### src/rtl/core/bdq_pkg.sv
// ----------------------------------------------------------------------------
// Bounded deque package
// Sizes, request and status codes, command and result types shared by the
// front end, the back end and the top level of the bounded deque.
// ----------------------------------------------------------------------------
package bdq_pkg;

  localparam int unsigned DEPTH  = 8;
  localparam int unsigned PTR_W  = $clog2(DEPTH);
  localparam int unsigned CNT_W  = $clog2(DEPTH + 1);
  localparam int unsigned DATA_W = 32;
  localparam int unsigned CAP_W  = 4;
  localparam int unsigned REQ_W  = 3;
  localparam int unsigned ST_W   = 2;
  localparam int unsigned QDEPTH = 2;
  localparam int unsigned QPTR_W = $clog2(QDEPTH);
  localparam int unsigned QCNT_W = $clog2(QDEPTH + 1);

  localparam logic [CAP_W-1:0] CAP_RESET = CAP_W'(5);

  localparam logic [REQ_W-1:0] REQ_PUSH_FRONT = REQ_W'(0);
  localparam logic [REQ_W-1:0] REQ_PUSH_BACK  = REQ_W'(1);
  localparam logic [REQ_W-1:0] REQ_POP_FRONT  = REQ_W'(2);
  localparam logic [REQ_W-1:0] REQ_POP_BACK   = REQ_W'(3);
  localparam logic [REQ_W-1:0] REQ_LIST_FWD   = REQ_W'(4);
  localparam logic [REQ_W-1:0] REQ_LIST_BWD   = REQ_W'(5);

  localparam logic [ST_W-1:0] ST_OK    = ST_W'(0);
  localparam logic [ST_W-1:0] ST_OVER  = ST_W'(1);
  localparam logic [ST_W-1:0] ST_UNDER = ST_W'(2);

  typedef enum logic [2:0] {
    OP_PUSH_FRONT,
    OP_PUSH_BACK,
    OP_POP_FRONT,
    OP_POP_BACK,
    OP_LIST_FWD,
    OP_LIST_BWD
  } op_e;

  typedef enum logic {
    BK_IDLE,
    BK_LIST
  } back_state_e;

  typedef struct packed {
    op_e               op;
    logic [DATA_W-1:0] data;
  } cmd_t;

  typedef struct packed {
    logic              valid;
    logic [ST_W-1:0]   status;
    logic [DATA_W-1:0] data;
    logic              last;
  } result_t;

  function automatic logic [PTR_W-1:0] ring_add(input logic [PTR_W-1:0] a,
                                                input logic [PTR_W-1:0] b);
    logic [PTR_W:0] sum;
    sum = {1'b0, a} + {1'b0, b};
    if (sum >= (PTR_W+1)'(DEPTH)) begin
      sum = sum - (PTR_W+1)'(DEPTH);
    end
    return sum[PTR_W-1:0];
  endfunction

endpackage

### src/rtl/core/bdq_front.sv
// ----------------------------------------------------------------------------
// Bounded deque front end
// Accepts requests, decodes them into commands, drops unused codes and
// holds the commands in a short queue for the back end.
// ----------------------------------------------------------------------------
module bdq_front
  import bdq_pkg::*;
(
  input  logic                     clk_i,
  input  logic                     rst_ni,
  input  logic                     start,
  output logic                     busy,
  input  logic [REQ_W-1:0]         req_type_i,
  input  logic signed [DATA_W-1:0] data_in_i,
  input  logic                     deq_i,
  output logic                     cmd_valid_o,
  output cmd_t                     cmd_o
);

  cmd_t              slot_q [QDEPTH];
  logic [QPTR_W-1:0] wr_ptr_q, wr_ptr_d;
  logic [QPTR_W-1:0] rd_ptr_q, rd_ptr_d;
  logic [QCNT_W-1:0] cnt_q, cnt_d;
  logic              code_ok;
  op_e               op_dec;
  logic              push;
  logic              pop;

  always_comb begin
    code_ok = 1'b1;
    op_dec  = OP_PUSH_FRONT;
    unique case (req_type_i)
      REQ_PUSH_FRONT: op_dec = OP_PUSH_FRONT;
      REQ_PUSH_BACK:  op_dec = OP_PUSH_BACK;
      REQ_POP_FRONT:  op_dec = OP_POP_FRONT;
      REQ_POP_BACK:   op_dec = OP_POP_BACK;
      REQ_LIST_FWD:   op_dec = OP_LIST_FWD;
      REQ_LIST_BWD:   op_dec = OP_LIST_BWD;
      default:        code_ok = 1'b0;
    endcase
  end

  assign busy        = (cnt_q == QCNT_W'(QDEPTH));
  assign push        = start && !busy && code_ok;
  assign pop         = deq_i && cmd_valid_o;
  assign cmd_valid_o = (cnt_q != '0);
  assign cmd_o       = slot_q[rd_ptr_q];

  always_comb begin
    wr_ptr_d = push ? wr_ptr_q + QPTR_W'(1) : wr_ptr_q;
    rd_ptr_d = pop ? rd_ptr_q + QPTR_W'(1) : rd_ptr_q;
    cnt_d    = cnt_q + QCNT_W'(push) - QCNT_W'(pop);
  end

  always_ff @(posedge clk_i or negedge rst_ni) begin
    if (!rst_ni) begin
      wr_ptr_q <= '0;
      rd_ptr_q <= '0;
      cnt_q    <= '0;
    end else begin
      wr_ptr_q <= wr_ptr_d;
      rd_ptr_q <= rd_ptr_d;
      cnt_q    <= cnt_d;
    end
  end

  always_ff @(posedge clk_i) begin
    if (push) begin
      slot_q[wr_ptr_q] <= '{op: op_dec, data: data_in_i};
    end
  end

endmodule

### src/rtl/core/bdq_back.sv
// ----------------------------------------------------------------------------
// Bounded deque back end
// Executes queued commands against the ring store, keeps the front index
// and entry count, and walks the ring one entry per cycle for listings.
// ----------------------------------------------------------------------------
module bdq_back
  import bdq_pkg::*;
(
  input  logic             clk_i,
  input  logic             rst_ni,
  input  logic [CAP_W-1:0] capacity_i,
  input  logic             cmd_valid_i,
  input  cmd_t             cmd_i,
  output logic             deq_o,
  output result_t          res_o
);

  back_state_e       state_q, state_d;
  logic [DATA_W-1:0] store_q [DEPTH];
  logic [PTR_W-1:0]  front_q, front_d;
  logic [CNT_W-1:0]  count_q, count_d;
  logic [CNT_W-1:0]  idx_q, idx_d;
  logic              dir_q, dir_d;
  logic              done_q;
  result_t           res_q, res_d;

  logic [CNT_W-1:0]  limit;
  logic              backward;
  logic [CNT_W-1:0]  cur_idx;
  logic [CNT_W-1:0]  rd_off;
  logic [PTR_W-1:0]  rd_addr;
  logic [DATA_W-1:0] rd_data;
  logic              wr_en;
  logic [PTR_W-1:0]  wr_addr;
  logic              list_more;
  logic              list_end;

  assign limit = (int'(capacity_i) > int'(DEPTH)) ? CNT_W'(DEPTH) : CNT_W'(capacity_i);

  assign backward = (state_q == BK_LIST) ? dir_q :
                    (cmd_i.op == OP_POP_BACK || cmd_i.op == OP_LIST_BWD);
  assign cur_idx  = (state_q == BK_LIST) ? idx_q : '0;
  assign rd_off   = backward ? (count_q - CNT_W'(1) - cur_idx) : cur_idx;
  assign rd_addr  = ring_add(front_q, rd_off[PTR_W-1:0]);
  assign rd_data  = store_q[rd_addr];
  assign list_end = (cur_idx + CNT_W'(1) == count_q);

  always_comb begin
    deq_o     = 1'b0;
    wr_en     = 1'b0;
    wr_addr   = front_q;
    front_d   = front_q;
    count_d   = count_q;
    idx_d     = idx_q;
    dir_d     = dir_q;
    list_more = 1'b0;
    res_d     = '{valid: 1'b0, status: ST_OK, data: '0, last: 1'b1};
    unique case (state_q)
      BK_IDLE: begin
        if (cmd_valid_i) begin
          deq_o       = 1'b1;
          res_d.valid = 1'b1;
          unique case (cmd_i.op)
            OP_PUSH_FRONT, OP_PUSH_BACK: begin
              if (count_q >= limit) begin
                res_d.status = ST_OVER;
              end else begin
                wr_en   = 1'b1;
                count_d = count_q + CNT_W'(1);
                if (cmd_i.op == OP_PUSH_FRONT) begin
                  wr_addr = ring_add(front_q, PTR_W'(DEPTH - 1));
                  front_d = wr_addr;
                end else begin
                  wr_addr = ring_add(front_q, count_q[PTR_W-1:0]);
                end
              end
            end
            OP_POP_FRONT, OP_POP_BACK: begin
              if (count_q == '0) begin
                res_d.status = ST_UNDER;
              end else begin
                res_d.data = rd_data;
                count_d    = count_q - CNT_W'(1);
                if (cmd_i.op == OP_POP_FRONT) begin
                  front_d = ring_add(front_q, PTR_W'(1));
                end
              end
            end
            default: begin
              if (count_q == '0) begin
                res_d.status = ST_UNDER;
              end else begin
                res_d.data = rd_data;
                res_d.last = list_end;
                list_more  = !list_end;
                idx_d      = CNT_W'(1);
                dir_d      = backward;
              end
            end
          endcase
        end
      end
      BK_LIST: begin
        res_d.valid = 1'b1;
        res_d.data  = rd_data;
        res_d.last  = list_end;
        idx_d       = idx_q + CNT_W'(1);
      end
      default: ;
    endcase
  end

  always_comb begin
    state_d = state_q;
    unique case (state_q)
      BK_IDLE: if (list_more) state_d = BK_LIST;
      BK_LIST: if (list_end) state_d = BK_IDLE;
      default: state_d = BK_IDLE;
    endcase
  end

  always_ff @(posedge clk_i or negedge rst_ni) begin
    if (!rst_ni) begin
      state_q <= BK_IDLE;
      front_q <= '0;
      count_q <= '0;
      idx_q   <= '0;
      dir_q   <= 1'b0;
      done_q  <= 1'b0;
    end else begin
      state_q <= state_d;
      front_q <= front_d;
      count_q <= count_d;
      idx_q   <= idx_d;
      dir_q   <= dir_d;
      done_q  <= res_d.valid;
    end
  end

  always_ff @(posedge clk_i) begin
    res_q <= res_d;
    if (wr_en) begin
      store_q[wr_addr] <= cmd_i.data;
    end
  end

  always_comb begin
    res_o       = res_q;
    res_o.valid = done_q;
  end

endmodule

### src/rtl/core/bounded_deque_with_status.sv
// ----------------------------------------------------------------------------
// Bounded deque with status
// Double-ended queue of signed 32-bit values in an eight-entry ring store.
//
// A request is taken on a rising edge with start high and busy low. Codes
// 0 to 5 push at the front or back, pop from the front or back, or list all
// entries forwards or backwards; codes 6 and 7 are taken and dropped.
// Each result appears on status_o, data_out_o and last_o for one cycle with
// done_o high; last_o marks the final result of a request. The receiver
// cannot stall, so results are never held back.
// Pushes and pops give one result and sustain one request per cycle while
// no listing holds the back end. A listing emits one entry per cycle from
// the ring store read port until its last entry is out. A two-deep command
// queue between the decode stage and the back end raises busy when full.
// Capacity is written through cfg_we_i and cfg_wdata_i and resets to five;
// the user must write it only while idle, which the block does not enforce.
// Reset empties the deque; no clearing pass is needed.
// ----------------------------------------------------------------------------
module bounded_deque_with_status
  import bdq_pkg::*;
(
  input  logic                     clk_i,
  input  logic                     rst_ni,
  input  logic                     start,
  output logic                     busy,
  input  logic [REQ_W-1:0]         req_type_i,
  input  logic signed [DATA_W-1:0] data_in_i,
  input  logic                     cfg_we_i,
  input  logic [CAP_W-1:0]         cfg_wdata_i,
  output logic                     done_o,
  output logic [ST_W-1:0]          status_o,
  output logic signed [DATA_W-1:0] data_out_o,
  output logic                     last_o
);

  logic [CAP_W-1:0] capacity_q;
  logic             cmd_valid;
  cmd_t             cmd;
  logic             deq;
  result_t          res;

  always_ff @(posedge clk_i or negedge rst_ni) begin
    if (!rst_ni) begin
      capacity_q <= CAP_RESET;
    end else if (cfg_we_i) begin
      capacity_q <= cfg_wdata_i;
    end
  end

  bdq_front u_front (
    .clk_i       (clk_i),
    .rst_ni      (rst_ni),
    .start       (start),
    .busy        (busy),
    .req_type_i  (req_type_i),
    .data_in_i   (data_in_i),
    .deq_i       (deq),
    .cmd_valid_o (cmd_valid),
    .cmd_o       (cmd)
  );

  bdq_back u_back (
    .clk_i       (clk_i),
    .rst_ni      (rst_ni),
    .capacity_i  (capacity_q),
    .cmd_valid_i (cmd_valid),
    .cmd_i       (cmd),
    .deq_o       (deq),
    .res_o       (res)
  );

  assign done_o     = res.valid;
  assign status_o   = res.status;
  assign data_out_o = res.data;
  assign last_o     = res.last;

`ifndef SYNTH
  assert property (@(posedge clk_i) disable iff (!rst_ni)
    (done_o && status_o != ST_OK) |-> (data_out_o == '0 && last_o))
    else $error("Error result carries data or is not final.");

  assert property (@(posedge clk_i) disable iff (!rst_ni)
    $rose(busy) |-> $past(start))
    else $error("Command queue filled without a transfer in.");

  assert property (@(posedge clk_i) disable iff (!rst_ni)
    (deq && !cmd_valid) |-> 1'b0)
    else $error("Back end took a command from an empty queue.");
`endif

endmodule
### config.mk
export PLATFORM = sky130hd
export DESIGN_NAME = bounded_deque_with_status
export DESIGN_NICKNAME = d
export VERILOG_FILES = /design/src/rtl/core/bdq_pkg.sv /design/src/rtl/core/bdq_front.sv /design/src/rtl/core/bdq_back.sv /design/src/rtl/core/bounded_deque_with_status.sv
export SDC_FILE = /design/constraint.sdc
export NUM_CORES = 1
export LEC_CHECK = 0
export ABC_AREA = 1
export BUFFER_PORTS_ARGS = -buffer_cell sky130_fd_sc_hd__buf_2
export CAP_MARGIN = 40
export CORE_UTILIZATION = 40
export CTS_BUF_LIST = sky130_fd_sc_hd__clkbuf_4
export DETAILED_ROUTE_END_ITERATION = 8
export HOLD_SLACK_MARGIN = 0.03
export REMOVE_ABC_BUFFERS = 1
export SETUP_SLACK_MARGIN = 0.05
export SYNTH_ARGS = -nofsm -noshare
export SYNTH_HDL_FRONTEND = slang
export SYNTH_SLANG_ARGS = --single-unit
export TNS_END_PERCENT = 30
### constraint.sdc
create_clock -name clk_i -period 5.3 [get_ports clk_i]
set_clock_uncertainty 0.05 [all_clocks]
set_input_delay 0.265 -clock clk_i [delete_from_list [all_inputs] [get_ports clk_i]]
set_output_delay 0.265 -clock clk_i [all_outputs]
set_load 0.01 [all_outputs]
Word level (Yosys, flattened, before mapping)
Memories as Yosys holds them, arrays and structs flattened.
Cells that the tools add are included.
{"block": "totals", "ff_bits": 57, "mem_bits_rw": 326, "input_bits": 43, "output_inout_bits": 37, "wordCells": 134, "mem_count": 2}
{"block": "op_classes", "addsub": 17, "n_lt_le_gt_ge": 6, "eq_ne": 18, "n_mux": 54, "bitwise": 4, "reduce_logical": 20}
{"name": "u_back.store_q", "words": 8, "width": 32, "rd": 1, "rd_ports_with_merged_regs": 0, "write_ports": 1, "line_no": "bdq_back.sv:19", "rtl": "logic [DATA_W-1:0] store_q [DEPTH];"}
{"name": "u_front.slot_q", "words": 2, "width": 35, "rd": 1, "rd_ports_with_merged_regs": 0, "write_ports": 1, "line_no": "bdq_front.sv:20", "rtl": "cmd_t slot_q [QDEPTH];"}
{"op": "$pmux W33 S2", "n": 1}
{"op": "$pmux W32 S2", "n": 1}
{"op": "$mux W3", "n": 14}
{"op": "$mux W36", "n": 1}
{"op": "$mux W33", "n": 1}
{"op": "$mux W32", "n": 1}
{"op": "$mux W4", "n": 7}
{"op": "$mux W1", "n": 20}
{"op": "$ge A4 B4 Y1 const B", "n": 4}
{"op": "$pmux W4 S2", "n": 2}
{"op": "$pmux W3 S5", "n": 1}
{"op": "$add A4 B1 Y4 const B", "n": 3}
{"op": "$eq A3 B2 Y1 const B", "n": 4}
{"op": "$sub A3 B1 Y3 const B", "n": 4}
{"op": "$ne A2 B2 Y1 const B", "n": 5}
{"op": "$eq A3 B3 Y1 const B", "n": 3}
{"op": "$add A3 B3 Y4", "n": 2}
{"op": "$reduce_and A7 Y1", "n": 1}
{"op": "$eq A3 B1 Y1 const B", "n": 2}
{"op": "$logic_not A3 Y1", "n": 2}
{"op": "$pmux W3 S2", "n": 1}
{"op": "$reduce_or A2 Y1", "n": 3}
{"op": "$reduce_or A6 Y1", "n": 1}
{"op": "$reduce_and A5 Y1", "n": 1}
{"op": "other kinds (23)", "n": 34}

Logic depth before layout (Yosys ltp)
Gate-level depths: netlist of run 1.
An unclocked memory read counts as a cell.
{"block": "depth", "ltp_word": 13, "mapped_depth": 18, "mapped_depth_nobuf": 16}

By module
A second synthesis of run 1 with hierarchy kept.
{"block": "unflattened", "hier_cells": 1319, "area_unflattened_um2": 15514.9}
{"module": "bdq_back", "instances": 1, "cells_per_inst": 1081, "area_per_inst_um2": 12497.0, "seq_area_each_um2": 8738.4}
{"module": "bdq_front", "instances": 1, "cells_per_inst": 221, "area_per_inst_um2": 2866.5, "seq_area_each_um2": 2202.1}
{"module": "bounded_deque_with_status", "instances": 1, "cells_per_inst": 17, "area_per_inst_um2": 151.4, "seq_area_each_um2": 102.6}

Worst setup path before layout of run 1
No wires, ideal clock.
{"block": "synth_path", "kind": "register to register", "from": "register u_back.count_q[0]", "to": "memory u_back.store_q[0][0] (enable)", "setup_time_ns": 0.421, "t_arrival_ns": 3.092, "required_ns": 4.829, "slack_ns": 1.737, "path_stages_with_launch": 11, "path_buffers": 0, "synth_period_minus_slack_ns": 3.563, "path_cell_list": "dfrtp_1 ha_1 fa_1 xnor2_1 xor2_1 nand2_1 nand2_1 nand2_1 o21ai_0 nand2_1 nor2_1"}
{"block": "synth_between", "elab_chain_len": 8, "elab_cells_between_ends": 16, "classes_between": "2 x add/sub; 2 x order compare; 12 x mux"}
{"element": "start, declared", "line_no": "bdq_back.sv:21", "rtl": "logic [CNT_W-1:0] count_q, count_d;"}
{"element": "start signal, assigned", "line_no": "bdq_back.sv:133", "rtl": "count_q <= count_d;"}
{"element": "$add A3 B3 Y4", "line_no": "bdq_pkg.sv:61", "rtl": "sum = {1'b0, a} + {1'b0, b};"}
{"element": "$ge A4 B4 Y1 or $sub A3 B1 Y3 (tied branches)", "line_no": "bdq_pkg.sv:62, bdq_pkg.sv:63"}
{"element": "$mux W3", "line_no": "bdq_pkg.sv:62", "rtl": "if (sum >= (PTR_W+1)'(DEPTH)) begin"}
{"element": "$mux W3", "line_no": "bdq_back.sv:70", "rtl": "if (cmd_i.op == OP_PUSH_FRONT) begin"}
{"element": "$mux W3", "line_no": "bdq_back.sv:65", "rtl": "if (count_q >= limit) begin"}
{"element": "$mux W3", "line_no": "bdq_back.sv:63", "rtl": "unique case (cmd_i.op)"}
{"element": "$mux W3", "line_no": "bdq_back.sv:60", "rtl": "if (cmd_valid_i) begin"}
{"element": "$mux W3", "line_no": "bdq_back.sv:58", "rtl": "unique case (state_q)"}
{"element": "end, declared", "line_no": "bdq_back.sv:19"}
Several ways; a longest one is shown, not always the timed one.

==> results.toml, run 1 <==
[sta]
tns_ns = 0
period_needed_ns = 3.98
slew_headroom_pct = 47.1
hold_viol = 0
fin_crit_sh_pct = 75.0
worst_slew_pin_slew_ns = 0.794
maxSlewViolCount = 0
grt_setup_unrepaired = "no"
fmax_mhz = 251
finalSetupViolCount = 0

[global_route]
grt-ovfl-total = 0
track_usage_pct = 17.8
grt_pass1_wl_um = 53000
met1_usage_pct = 22.7
grt_pass1_vias = 9924
grt_use_met2_pct = 29.6
grt_antenna_before_repair = 1
grt_start_max_net_pins = 97
grt_use_met3_pct = 3.86
grt_busiest_layer = "met2"

[layout]
layout_commonest_cell = "nand2_1"
final_cell_mix = "338 x nand2_1, 326 x edfxtp_1, 135 x a21oi_1, 135 x clkbuf_4, 79 x buf_2"
nNetsFinal = 1474
drive_gt1_share_pct = 19.9
fill_cells = 3405
area_growth_pct = 19.2

[min_path]
min_to = "u_front.slot_q[0][28]$_DFFE_PP_"
hp-class = "input port to flop"
min_path_cells = 2
min_from = "data_in_i[28]"

[job]
maxCapViolCount = 0

[clock_tree]
cts_buffers = 95
postCtsSetupBuffers = 0
cts_sinks = 383
clock_latency_ns = 0.75
ctsResizeCount = 0
cts_root_buf = "clkbuf_4"
clockBufferDepth = 3
path_clk_slew_ns = 0.07
cts_tree = "built"
htreeDepth = 3

[logic_synthesis]
yosysTopAreaCell = "edfxtp_1"
netlist.area_leader.share_pct = 64.1
ys_types = 37
avgSynthCellArea_um2 = 12.5
yosysSeqAreaShare_pct = 72.3
netlist_area_um2 = 15300
syn_inst = 1225
synth-warning-count = 0
ys_seq_elements = 383
synthTopCellsByArea = "edfxtp_1 64%, nand2_1 8.3%, dfxtp_1 4.6%, a21oi_1 4.4%, dfrtp_1 3.3%"

[route]
drc = 0
antenna_left = 0
drtPass1Iterations = 5
wl_um = 33500
vias = 9811
drt_iter0_drc = 602
viasPerCell = 4.91
wl_per_cell_um = 16.7

[die]
rows = 71
initial_core_util_pct = 40.6
die_area_um2 = 39000
die_w_um = 197
io_pins = 80
core_um2 = 37700
die_h_um = 197

[critical_path]
cp_data_required_time_ns = 5.87
worstReg2RegStart = "u_front.rd_ptr_q$_DFFE_PN0P_"
crit_path_start_kind = "flop"
rr_endpoint = "u_back.res_o[7]$_DFF_P_"
path_max_fanout = 96
critPathKind = "flop to flop"
worstPathArrival_ns = 4.55
endpoint_kind = "flop"
r2r_cells = 17
r2r_slack_ns = 1.32

[outcome]
status = "complete, no violations"

[placed_design]
place_congestion = 0.770
io_buffer_count = 79
hpwl_um = 18500
-- worst max-delay path: stages, from the launching register on --
cell	delay [ns]
dfrtp_2	0.66
buf_4	0.35
nand2_2	0.12
nand2_2	0.10
nor2_2	0.04
nand3_2	0.12
nand2_4	0.08
nor2_1	0.09
a21oi_1	0.07
ha_4	0.17
fa_2	0.52
buf_4	0.41
clkinv_2	0.14
buf_12	0.25
a32o_1	0.32
nand3_1	0.08
nand2_1	0.05
nor2_1	0.19
-- metrics by stage --
step	hold WS (ns)	instance area, um2	util, %	std cells	setup slack (ns)
finish	0.201	18200	48.3	2000	1.32
global route	0.151	18200	48.3	2000	0.998
CTS	0.128	18200	48.3	1998	1.26
detailed placement	0.237	16400	43.6	1773	1.29
global placement	0.230	16300	43.1	1766	1.32
floorplan	-0.0806	15000	-	1158	-1.77
-- routing by layer --
layer	vias to the layer above	wire, um
met5	-	0
met4	0	621
met3	53	1960
met2	296	16100
met1	4665	14800
li1	4797	-
-- Yosys cell counts, drive strengths merged --
cell type and count:
dfstp 2, nand4 2, buf 26, o21ai 22
fa 3, ha 18, dfxtp 35, nor3 6
nor2 68, o31ai 2, o21bai 1, inv 44
clkbuf 41, clkinv 1, nand3 42, mux2 2
a31oi 1, a32o 32, edfxtp 326, xor2 9
a21oi 136, xnor2 7, a22oi 32, dfrtp 20
nand2 347
-- what timing repair did --
action	4_1_cts	5_1_grt
hold endpoints to repair	99	0
hold buffers	50	0
endpoints found under the setup margin	0	0
-- kinds of logic after synthesis --
family                   after synthesis  synth area share, %
multiplexers                           2                0.147
XOR/XNOR                              16                0.917
AO/OA/AOI/OAI                        226                 9.06
AND/OR/NAND/NOR                      465                 12.6
flip-flops                           383                 72.3
adder cells (fa/ha/maj)               21                 1.87
buffers and inverters                112                 3.17
-- flip-flops by register name, summed over array words and instances, names as in the netlist --
signal and count:
u_front.wr_ptr_q 1, u_back.state_q 1, u_front.slot_q 70, capacity_q 4, u_front.rd_ptr_q 1, u_back.res_o 35, u_back.store_q 256, u_back.done_q 1
u_back.front_q 3, u_front.cnt_q 2, u_back.idx_q 4, u_back.dir_q 1, u_back.count_q 4
-- cell type report --
cell class | count | area (um2) | share of cell area [%]
Clock buffer | 135 | 1010 | 5.57
Sequential cell | 383 | 11000 | 60.7
Clock inverter | 40 | 241 | 1.33
Multi-Input combinational cell | 730 | 3850 | 21.2
Tap cell | 511 | 639 | 3.51
Inverter | 45 | 173 | 0.948
Timing Repair Buffer | 155 | 1240 | 6.82
Antenna cell | 1 | 2.50 | 0.0137
-- worst max path at each step --
| stage | from | to | slack [ns] | depth (start not counted) |
|---|---|---|---|---|
| after floorplan | u_front.rd_ptr_q$_DFFE_PN0P_ | u_back.res_o[10]$_DFF_P_ | -1.77 | 13 |
| after global placement | u_front.rd_ptr_q$_DFFE_PN0P_ | u_back.res_o[21]$_DFF_P_ | 1.32 | 17 |
| after detailed placement | u_front.rd_ptr_q$_DFFE_PN0P_ | u_back.res_o[8]$_DFF_P_ | 1.29 | 15 |
| after CTS | u_front.rd_ptr_q$_DFFE_PN0P_ | u_back.res_o[8]$_DFF_P_ | 1.26 | 15 |
| after global routing | u_front.rd_ptr_q$_DFFE_PN0P_ | u_back.res_o[8]$_DFF_P_ | 1.0 | 15 |
| final | u_front.rd_ptr_q$_DFFE_PN0P_ | u_back.res_o[7]$_DFF_P_ | 1.32 | 17 |
Power of run 1 is left out: the tool's default activity adds up to more than one toggle a clock period on the data nets, which glitch-free logic cannot reach.
==> run 2, diff against run 1 <==
ABC_AREA = 0   (was 1)
clock period = 3.8 ns   (was 5.3 ns; I/O delays follow)
==> results.toml, run 2 <==
[clock_tree]
cts_buffers = 97
clockBufferDepth = 3
clock_latency_ns = 0.71
ctsResizeCount = 0
cts_root_buf = "clkbuf_4"
postCtsSetupBuffers = 0
holdBufCountCts = 49
htreeDepth = 3
cts_tree = "built"
path_clk_slew_ns = 0.07
cts_sinks = 383

[die]
die_w_um = 194
die_h_um = 194
initial_core_util_pct = 40.5
die_area_um2 = 37700
io_pins = 80
rows = 70
core_um2 = 36400

[logic_synthesis]
yosysTopAreaCell = "edfxtp_1"
synth_commonest_cells = "326 x edfxtp_1, 74 x nand2_1, 64 x mux4_2"
yosysSeqAreaShare_pct = 74.8
avgSynthCellArea_um2 = 19.4
ys_types = 48
ys_seq_elements = 383
syn_inst = 763
synthArstFlopShare_pct = 5.74
netlist_area_um2 = 14800
synthTopCellsByArea = "edfxtp_1 66%, mux4_2 9.8%, dfxtp_1 4.7%, dfrtp_1 3.4%, mux2_2 2.7%"
synth-warning-count = 0
synth.most_common_cell = "edfxtp_1"
synth_top_flop_cell = "edfxtp_1"
netlist.area_leader.share_pct = 66.3
synth-edff-count = 326

[placed_design]
io_buffer_count = 79
dp_cells = 1310
hpwl_um = 16200
place_congestion = 0.732

[global_route]
grt_antenna_before_repair = 1
track_usage_pct = 15.5
grt_pass1_wl_um = 44200
grt_pass1_vias = 8054
grt_start_max_net_pins = 45
grt-ovfl-total = 0

[sta]
maxSlewViolCount = 0
slew_headroom_pct = 52.3
fin_crit_sh_pct = 93.2
finalSetupViolCount = 0
holdWs_ns = 0.163
period_needed_ns = 3.54
tns_ns = 0
grt_setup_unrepaired = "no"
hold_viol = 0
fmax_mhz = 282
worst_slew_pin_slew_ns = 0.708

[power_and_ir_drop]
p_leak_nw = 6.54
power_density_nw_per_um2 = 1020
irDropWorstVdd_v = 0.000896
total_power_w = 0.0181

[critical_path]
max_stage_delay_ns = 0.91
worstPathCellList = "and2_1 -> ha_1 -> fa_1 -> nand2_1 -> o211ai_1 -> o21ai_0 -> fa_4 -> buf_12 -> mux4_2 -> nand2_1 -> mux2i_1"
worstPathBufferInverterCount = 1
crit_family = "adder cells"
endpoint_kind = "flop"
cp_data_required_time_ns = 4.31
crit_path_start_kind = "flop"
worstPathArrival_ns = 4.05
cpMostUsedCell = "nand2_1"
cp_slowest_cell = "fa_4"
path_max_fanout = 32
critPathKind = "flop to flop"

[layout]
fin_cells = 1538
layout_commonest_cell = "edfxtp_1"
ff_latch_area_um2 = 11000
fill_cells = 3096
regMostFlops = "u_back.store_q"
nNetsFinal = 1055
area_growth_pct = 20.8
multi_input_area_um2 = 3600
drive_gt1_share_pct = 36.3
largest_reg_flops = 256
finish.utilization_pct = 49.0
final_cell_mix = "326 x edfxtp_1, 148 x clkbuf_4, 79 x buf_2"

[outcome]
status = "complete, no violations"

[route]
drc = 0
drtPass1Iterations = 4
vias = 7554
wl_per_cell_um = 18.5
antenna_left = 0
drt_iter0_drc = 342
viasPerCell = 4.91
wl_um = 28500

[job]
maxCapViolCount = 0

[min_path]
hp-class = "input port to flop"
## run 2: changes by cell type in the layout (fill, tap and decap cells not counted), moves of 29 or more
cell / before / now
a32o_1: 32 / 0
nand3_1: 33 / 4
a22oi_1: 32 / 0
nor2_1: 55 / 8
mux2_2: 2 / 36
nand2_1: 338 / 74
mux4_2: 0 / 64
a21oi_1: 135 / 3
mux2i_1: 0 / 38
## run 2: worst reg2reg max path: stages (launching register included)
cell      delay [ns]
dfrtp_1         0.42
and2_1          0.20
ha_1            0.20
fa_1            0.55
nand2_1         0.06
o211ai_1        0.09
o21ai_0         0.14
fa_4            0.91
buf_12          0.25
mux4_2          0.35
nand2_1         0.08
mux2i_1         0.08
## run 2: metrics by stage
| stage | cell area [um2] | worst slack, ns |
|---|---|---|
| final | 17800 | 0.259 |
| after global placement | 16100 | 0.289 |
| after CTS | 17800 | 0.236 |
| after global routing | 17800 | 0.0913 |
| after floorplan | 14600 | -1.31 |
| after detailed placement | 16100 | 0.262 |
## run 2: per-layer routing
metal	share of wire (%)	global-route usage, %
met5	0	0
met4	1.9	6.17
met3	4.3	3.76
met2	50	25.8
met1	44	19.6
## run 2: final cells by class
type                       instances  share of cell area, %
timing repair buffer             161                   7.16
clock buffer                     148                   6.23
inverter                          13                  0.273
multi-input combinational        335                   20.2
clock inverter                    29                  0.974
tap                              468                   3.28
sequential                       383                   61.9
antenna                            1                 0.0140
## run 2: power by group
group	internal (W)	switching, W	total, W	leakage [nW]
sequential	0.00554	0.000265	0.00580	3.50
combinational	0.00445	0.00439	0.00884	2.28
clock	0.00191	0.00158	0.00350	0.763
## run 2: cells by family after synthesis
group                    count (synthesis)  share of synthesized area, %
AO/OA/AOI/OAI                           26                          1.26
XOR/XNOR                                25                          1.63
adder cells (fa/ha/maj)                 21                          1.93
buffers and inverters                   45                          1.41
flip-flops                             383                          74.8
multiplexers                           141                          15.3
AND/OR/NAND/NOR                        122                          3.71
## run 2: final timing paths
check | from | to | slack (ns) | cells after the start
max in group asynchronous | rst_ni | u_front.rd_ptr_q$_DFFE_PN0P_ | 2.11 | 5
min in group asynchronous | rst_ni | capacity_q[2]$_DFFE_PN1P_ | 0.51 | 3
worst max register to register | u_back.idx_q[0]$_DFFE_PN0P_ | u_back.res_o[20]$_DFF_P_ | 0.26 | 11
worst min-delay path | data_in_i[2] | u_front.slot_q[1][2]$_DFFE_PP_ | 0.16 | 2
worst max-delay path | u_back.idx_q[0]$_DFFE_PN0P_ | u_back.res_o[20]$_DFF_P_ | 0.26 | 11
worst min register to register | u_back.idx_q[3]$_DFFE_PN0P_ | u_back.idx_q[3]$_DFFE_PN0P_ | 0.46 | 1
Note: power is estimated with default switching activity, not from simulation.
